### src/rtl/assert_macros.svh
// Assertion macros for the transform unit RTL.
// Included by obt_ctrl, the module that carries concurrent checks; no other dependencies.
`ifndef ASSERT_MACROS_SVH
`define ASSERT_MACROS_SVH
`ifndef SYNTHESIS
`define OBT_ASSERT(lbl, clk, rst_n, prop, msg) \
    lbl: assert property (@(posedge clk) disable iff (!rst_n) prop) else $error(msg);
`define OBT_ASSERT_RST(lbl, clk, prop, msg) \
    lbl: assert property (@(posedge clk) prop) else $error(msg);
`else
`define OBT_ASSERT(lbl, clk, rst_n, prop, msg)
`define OBT_ASSERT_RST(lbl, clk, prop, msg)
`endif
`endif

### src/rtl/obt_pkg.sv
// Types and constants of the orbital basis transform unit.
// No dependencies; used by every module of the block.
package obt_pkg;

    localparam logic [1:0] ACT_LOAD_V = 2'd0;
    localparam logic [1:0] ACT_LOAD_C = 2'd1;
    localparam logic [1:0] ACT_QUERY  = 2'd2;

    localparam logic [1:0] STATUS_OK  = 2'd0;
    localparam logic [1:0] STATUS_BAD = 2'd1;
    localparam logic [1:0] STATUS_SAT = 2'd2;

    localparam logic [1:0] CFG_BASIS_COUNT = 2'd0;
    localparam logic [1:0] CFG_OCC_COUNT   = 2'd1;
    localparam logic [1:0] CFG_VIRT_COUNT  = 2'd2;

    localparam int FRAC_BITS = 24;

    typedef enum logic [1:0] {
        ST_IDLE,
        ST_RUN,
        ST_FLUSH,
        ST_HOLD
    } t_state;

    typedef struct packed {
        logic [1:0]         action;
        logic [5:0]         row_index;
        logic [5:0]         col_index;
        logic signed [31:0] value_real;
        logic signed [31:0] value_imag;
    } t_in_item;

    typedef struct packed {
        logic [5:0]         occ_out;
        logic [5:0]         virt_out;
        logic signed [63:0] sum_real;
        logic signed [63:0] sum_imag;
        logic [1:0]         status;
    } t_out_item;

    typedef struct packed {
        logic       load_v;
        logic       load_c;
        logic       start;
        logic       set_bad;
        logic       issue;
        logic       last;
        logic       publish;
        logic [6:0] vrow;
        logic [6:0] nu;
        logic [6:0] mu;
    } t_dp_cmd;

    typedef struct packed {
        logic done;
    } t_dp_status;

endpackage

### src/rtl/obt_ctrl.sv
// Controller of the transform unit: config registers, handshakes, term sequencer.
// Depends on obt_pkg and assert_macros.svh.
`include "assert_macros.svh"
module obt_ctrl #(
    parameter int MAX_BASIS = 64,
    parameter int MAX_BANDS = 64
) (
    input  logic                i_clk,
    input  logic                i_rst_n,
    input  logic                i_in_valid,
    output logic                o_in_ready,
    input  obt_pkg::t_in_item   i_in_item,
    output logic                o_out_valid,
    input  logic                i_out_ready,
    input  logic                i_cfg_valid,
    output logic                o_cfg_ready,
    input  logic [1:0]          i_cfg_index,
    input  logic [6:0]          i_cfg_data,
    output obt_pkg::t_dp_cmd    o_cmd,
    input  obt_pkg::t_dp_status i_status
);
    import obt_pkg::*;

    t_state     r_state, n_state;
    logic [6:0] r_basis_count;
    logic [5:0] r_occ_count;
    logic [5:0] r_virt_count;
    logic [6:0] r_nu, r_mu;
    logic       r_out_valid;
    logic       accept;
    logic       bad;
    logic [6:0] bc_last;
    logic       mu_end;
    t_dp_cmd    cmd;

    assign o_in_ready  = (r_state == ST_IDLE);
    assign o_cfg_ready = 1'b1;
    assign o_out_valid = r_out_valid;
    assign o_cmd       = cmd;
    assign accept      = i_in_valid && o_in_ready;
    assign bc_last     = 7'(r_basis_count - 7'd1);
    assign mu_end      = (r_mu == bc_last);

    always_comb begin
        bad = (r_basis_count == 7'd0) || (int'(r_basis_count) > MAX_BASIS) ||
              (i_in_item.row_index >= r_occ_count) ||
              (i_in_item.col_index >= r_virt_count) ||
              ((int'(r_occ_count) + int'(i_in_item.col_index)) >= MAX_BANDS);
    end

    always_ff @(posedge i_clk) begin
        if (!i_rst_n) begin
            r_basis_count <= 7'd64;
            r_occ_count   <= 6'd1;
            r_virt_count  <= 6'd1;
        end else if (i_cfg_valid) begin
            case (i_cfg_index)
                CFG_BASIS_COUNT: r_basis_count <= i_cfg_data;
                CFG_OCC_COUNT:   r_occ_count   <= i_cfg_data[5:0];
                CFG_VIRT_COUNT:  r_virt_count  <= i_cfg_data[5:0];
                default: ;
            endcase
        end
    end

    always_ff @(posedge i_clk) begin
        if (!i_rst_n) begin
            r_state     <= ST_IDLE;
            r_out_valid <= 1'b0;
            r_nu        <= '0;
            r_mu        <= '0;
        end else begin
            r_state <= n_state;
            if (cmd.publish) begin
                r_out_valid <= 1'b1;
            end else if (i_out_ready) begin
                r_out_valid <= 1'b0;
            end
            if (cmd.start) begin
                r_nu <= '0;
                r_mu <= '0;
            end else if (cmd.issue) begin
                if (mu_end) begin
                    r_mu <= '0;
                    r_nu <= 7'(r_nu + 7'd1);
                end else begin
                    r_mu <= 7'(r_mu + 7'd1);
                end
            end
        end
    end

    always_comb begin
        n_state  = r_state;
        cmd      = '0;
        cmd.nu   = r_nu;
        cmd.mu   = r_mu;
        cmd.vrow = 7'({1'b0, r_occ_count} + {1'b0, i_in_item.col_index});
        case (r_state)
            ST_IDLE: begin
                if (accept) begin
                    case (i_in_item.action)
                        ACT_LOAD_V: cmd.load_v = 1'b1;
                        ACT_LOAD_C: cmd.load_c = 1'b1;
                        ACT_QUERY: begin
                            if (bad) begin
                                cmd.set_bad = 1'b1;
                                n_state     = ST_HOLD;
                            end else begin
                                cmd.start = 1'b1;
                                n_state   = ST_RUN;
                            end
                        end
                        default: ;
                    endcase
                end
            end
            ST_RUN: begin
                cmd.issue = 1'b1;
                cmd.last  = mu_end && (r_nu == bc_last);
                if (cmd.last) begin
                    n_state = ST_FLUSH;
                end
            end
            ST_FLUSH: begin
                if (i_status.done) begin
                    n_state = ST_HOLD;
                end
            end
            ST_HOLD: begin
                // hand over once the output register is free
                if (!r_out_valid || i_out_ready) begin
                    cmd.publish = 1'b1;
                    n_state     = ST_IDLE;
                end
            end
            default: n_state = ST_IDLE;
        endcase
    end

    `OBT_ASSERT_RST(a_reset_idle, i_clk, !i_rst_n |=> (r_state == ST_IDLE), "not idle after reset")
    `OBT_ASSERT(a_done_flush, i_clk, i_rst_n, i_status.done |-> (r_state == ST_FLUSH), "done outside flush")
    `OBT_ASSERT(a_mu_range, i_clk, i_rst_n, (r_state == ST_RUN) |-> (r_mu < r_basis_count && r_nu < r_basis_count), "term counter out of range")
    `OBT_ASSERT(a_pub_once, i_clk, i_rst_n, cmd.publish |=> (r_out_valid && r_state == ST_IDLE), "publish lost")

endmodule

### config.mk
export PLATFORM = sky130hd
export DESIGN_NAME = obt_ctrl
export DESIGN_NICKNAME = d
export VERILOG_FILES = /design/src/rtl/obt_pkg.sv /design/src/rtl/obt_ctrl.sv
export VERILOG_INCLUDE_DIRS = /design/src /design/src/rtl
export SDC_FILE = /design/constraint.sdc
export NUM_CORES = 1
export LEC_CHECK = 0
export BUFFER_PORTS_ARGS = -buffer_cell sky130_fd_sc_hd__buf_2
export CORE_UTILIZATION = 52
export CTS_BUF_LIST = sky130_fd_sc_hd__clkbuf_8
export DETAILED_ROUTE_END_ITERATION = 10
export HOLD_SLACK_MARGIN = 0.03
export PLACE_DENSITY = 0.89
export SETUP_SLACK_MARGIN = 0.3
export SLEW_MARGIN = 20
export SYNTH_ARGS = -nofsm -noshare
export SYNTH_HDL_FRONTEND = slang
export SYNTH_SLANG_ARGS = --single-unit
### constraint.sdc
create_clock -name i_clk -period 6.2 [get_ports i_clk]
set_input_delay 0.93 -clock i_clk [delete_from_list [all_inputs] [get_ports i_clk]]
set_output_delay 0.93 -clock i_clk [all_outputs]
set_load 0.01 [all_outputs]
After elaboration in Yosys (flattened, before gate mapping) --
Cells that the tools add are included.
Storage, ports and cells: flip-flop bits (word level) 36, input bits 93, output and inout port bits 31, word-level logic and storage cells 70
Operators by class: add/subtract/negate cells 5, magnitude comparators 4, equal/unequal tests 14, mux-type cells 20, bitwise gates (word level) 1, reductions and logical operators 19
Operator list (count):
- 2-bit 2-to-1 mux | 8
- 6-bit by 6-bit adder with 7-bit output | 2
- 7-bit by 1-bit adder with 7-bit output, second input constant | 2
- 7-bit == test | 2
- 6-bit greater-or-equal comparator | 2
- 2-bit == test, second input constant | 4
- 1-bit 2-to-1 mux | 8
- 4-bit 2-to-1 mux | 2
- 2-bit one-hot mux with 4 select lines | 1
- 2-bit AND reduction | 4
- 7-bit greater-or-equal comparator, second input constant | 1
- 7-bit > comparator, second input constant | 1
- 7-bit logical NOT | 1
- 7-bit 2-to-1 mux | 1
- 7-bit by 1-bit subtractor with 7-bit output, second input constant | 1
- 2-bit by 1-bit == test with 1-bit output, second input constant | 3
- 2-bit logical NOT | 3
- 2-bit != test, second input constant | 3
- 1-bit logical OR | 5
- 5-bit AND reduction | 1
- 2-bit by 1-bit != test with 1-bit output, second input constant | 2
- 1-bit logical AND | 2
- 2-bit nonzero test | 1
- 2-bit OR reduction | 1
- 2 further kinds | 2

Depth between registers and ports, before layout --
depth after elaboration 10, gate-level depth with buffers 9, gate-level depth less buffers 8

Worst setup path after synthesis --
No wires, ideal clock.
path kind input -> output, start input i_in_item[64] (netlist bit), end output o_cmd[25] (netlist bit), arrival 2849 ps, required time 5270 ps, path slack 2421 ps, stages 7, buffers on the path 0, path through ha_1 > fa_1 > a211oi_1 > o21bai_1 > a21o_1 > or4_1 > nor2_1
RTL lines:
- from (decl) | line obt_ctrl.sv:12 | input obt_pkg::t_in_item i_in_item,
- to (decl) | line obt_ctrl.sv:19 | output obt_pkg::t_dp_cmd o_cmd,

==> flow_summary_export.csv <==
group,metric,value,unit
run_status,status,"finished, final reports clean",
detailed_routing,firstDrtPassIters,5,
worst_setup_path,critical_path_required,5.27,ns
worst_setup_path,crit_path_end_kind,"output port",
placed_design,portBuffers,58,
power_and_ir_drop,powerDensity,219,nW/um2
worst_setup_path,critPathKind,"in -> out",
placed_design,dp_hpwl,4400,um
global_route,grt_usage,0.217,
global_route,grt_pass1_vias,2105,
sta,finalSetupTns,0,ns
global_route,overflow,0,
sta,hold_ws,0.496,ns
sta,hold_violations,0,
final_layout,layout_commonest_cell,"buf_2",
synthesis,synth_edf_count,0,
sta,tightest_slew,1.01,ns
synthesis,synth_nets,408,
detailed_routing,met1_length,2370,um
global_route,antenna_found_initial,0,
synthesis,ys_ff_latch,36,
power_and_ir_drop,leakage,1.34,nW
floorplan,ios,124,
flow_run,cap_violations,0,
detailed_routing,wire_per_inst,13.3,um
clocking,ctsLongestPathBuffers,2,
final_layout,final_core_util,0.632,
sta,rsz0062_at_grt,"no",
placed_design,gp_congestion,0.860,
sta,period_needed,4.18,ns
clocking,clock_latency,0.29,ns
worst_setup_path,crit_path_start_kind,"input pin",
final_layout,final_net_count,463,
detailed_routing,drt_iter0_markers,39,
min_path,min_path_type,"reg -> reg",
detailed_routing,wl_met2,2770,um
worst_setup_path,r2r-start,"r_occ_count[0]",
detailed_routing,wl_met3,237,um
clocking,cts_made_buffers,5,
sta,fmax,239,MHz
placed_design,placed_area,2880,um2
final_layout,fin_cells,411,
placed_design,placedCellCount,403,
floorplan,die_h,72.1,um
sta,max_slew_margin,0.321,
clocking,cts_hold_buf,0,
floorplan,start_util,0.540,
synthesis,syn_area_per_cell,8.86,um2
final_layout,layout-drive-gt1-share,0.221,
clocking,cts_sinks,36,
synthesis,yosysSeqAreaShare,0.282,
detailed_routing,routed_wl,5450,um
detailed_routing,final_antenna_net_count,0,
clocking,ctsRootBufferMaster,"clkbuf_8",
worst_setup_path,rr_worst_depth,8,
synthesis,synth_cells,288,
clocking,path_clk_slew,0.07,ns
sta,drv_slew,0,
sta,finalCritPeriodShare,0.674,
synthesis,yosysWarningCount,0,
synthesis,synth_top_cell_by_area,"dfxtp_1",
clocking,cts_tree,"done",
synthesis,synthDistinctLibCells,51,
min_path,hold_depth,2,
final_layout,final_cell_mix,"buf_2 (58), dfxtp_1 (36), ha_1 (26)",
synthesis,syn_area,2550,um2
sta,finalClockSkew,0.00709,ns
min_path,hold_start,"r_virt_count[0]",
detailed_routing,dr_total_vias,2236,
worst_setup_path,critPathMaxFanout,5,
synthesis,async_reset_ff_frac,0,
final_layout,syn_to_final_growth,16.9,%
detailed_routing,highest_layer,"met4",
floorplan,rows,25,
synthesis,synth_top_cells_by_area,"dfxtp_1 (28%), ha_1 (13%), xnor2_1 (8.6%)",
sta,final-setup-viol-count,0,
worst_setup_path,rrSetupSlack,2.77,ns
clocking,cts_resized,0,
global_route,grt_pass1_wl,8960,um
clocking,htreeDepth,2,
worst_setup_path,r2r-end,"r_mu[2]",
floorplan,core,4720,um2
detailed_routing,avgViaCountPerCell,5.44,
final_layout,diodes,0,
floorplan,die_w,72.1,um
detailed_routing,drc,0,
power_and_ir_drop,ir_drop,0.285,mV
floorplan,die_area,5190,um2
synthesis,yosys.area.top_type_share,0.282,
synthesis,ys.flop_type,"dfxtp_1",
worst_setup_path,arrival,3.25,ns
min_path,hold-path-endpoint,"r_virt_count[0]",
global_route,grt_max_degree,27,
clocking,post_cts_buffers,0,
final_layout,final_area,2980,um2
-- final cells by class --
type                    instances  area (um2)
clock buffers                   5        68.8
clock inverters                 3        38.8
fillers                       391        1740
inverters                      21        78.8
multi-input cells             220        1690
flip-flops and latches         36         721
well taps                      67        83.8
repair buffers                 59         298
-- power by group --
| part | switching, mW | leakage, nW | internal [mW] |
|---|---|---|---|
| Combinational | 0.105 | 0.988 | 0.0906 |
| Sequential | 0.0164 | 0.292 | 0.245 |
| Clock | 0.0801 | 0.0593 | 0.118 |
-- synthesized netlist by cell type, drive strengths merged (2+ instances only) --
| library cell | n |
|---|---|
| a211oi | 3 |
| a21o | 4 |
| a21oi | 8 |
| a31oi | 2 |
| and2 | 5 |
| and3 | 2 |
| buf | 6 |
| clkbuf | 5 |
| dfxtp | 36 |
| ha | 26 |
| inv | 21 |
| mux2i | 19 |
| nand2 | 13 |
| nand2b | 2 |
| nand3 | 4 |
| nand3b | 4 |
| nand4 | 4 |
| nor2 | 19 |
| nor2b | 19 |
| nor3 | 8 |
| nor3b | 3 |
| nor4 | 5 |
| nor4b | 2 |
| o211a | 2 |
| o211ai | 4 |
| o21a | 3 |
| o21ai | 8 |
| o21bai | 3 |
| o22ai | 2 |
| or2 | 2 |
| or3 | 2 |
| or4 | 2 |
| xnor2 | 25 |
| xor2 | 7 |
-- per-layer routing --
metal	vias up	GRT usage
met5	-	0
met4	0	0.0697
met3	9	0.0375
met2	72	0.403
met1	1044	0.251
li1	1111	-
-- state kept, by name (all words and copies together), names as in the netlist --
name,flops
r_mu,7
o_out_valid,1
r_basis_count,7
r_virt_count,6
r_state,2
r_occ_count,6
r_nu,7
-- kinds of logic (layout without fill, tap and decap cells) --
group | Yosys count | after routing | synth area share
xor gates and xnor gates | 32 | 32 | 0.110
buffers and inverters | 32 | 88 | 0.0539
DFF | 36 | 36 | 0.282
adders and majority gates | 27 | 27 | 0.135
and+or+nand+nor | 96 | 96 | 0.218
muxes | 20 | 20 | 0.0804
AOI/OAI and AO/OA | 44 | 44 | 0.119
other | 1 | 1 | 0.00147
-- stage by stage --
stage / power, mW / setup slack [ns]
final: 0.655 / 2.02
after global routing: 0.688 / 1.95
after CTS: 0.659 / 2.03
after detailed placement: 0.461 / 2.04
after global placement: 0.451 / 2.09
after floorplan: 0.403 / 2.42
-- worst max-delay path, stage by stage --
cell	delay (ns)
buf_2	0.10
ha_1	0.22
fa_1	0.42
a211oi_1	0.30
o21bai_1	0.13
a21o_1	0.21
or4_1	0.63
nor2b_1	0.18
buf_2	0.13
-- worst max-delay path by stage --
stage | start | endpoint | cells past startpoint
floorplan | i_in_item[64] | o_cmd[25] | 7
global placement | i_in_item[64] | o_cmd[24] | 9
detailed placement | i_in_item[64] | o_cmd[24] | 9
CTS | i_in_item[64] | o_cmd[24] | 9
global route | i_in_item[64] | o_cmd[24] | 9
finish | i_in_item[64] | o_cmd[24] | 9
Power figures use the tool's default switching activity.
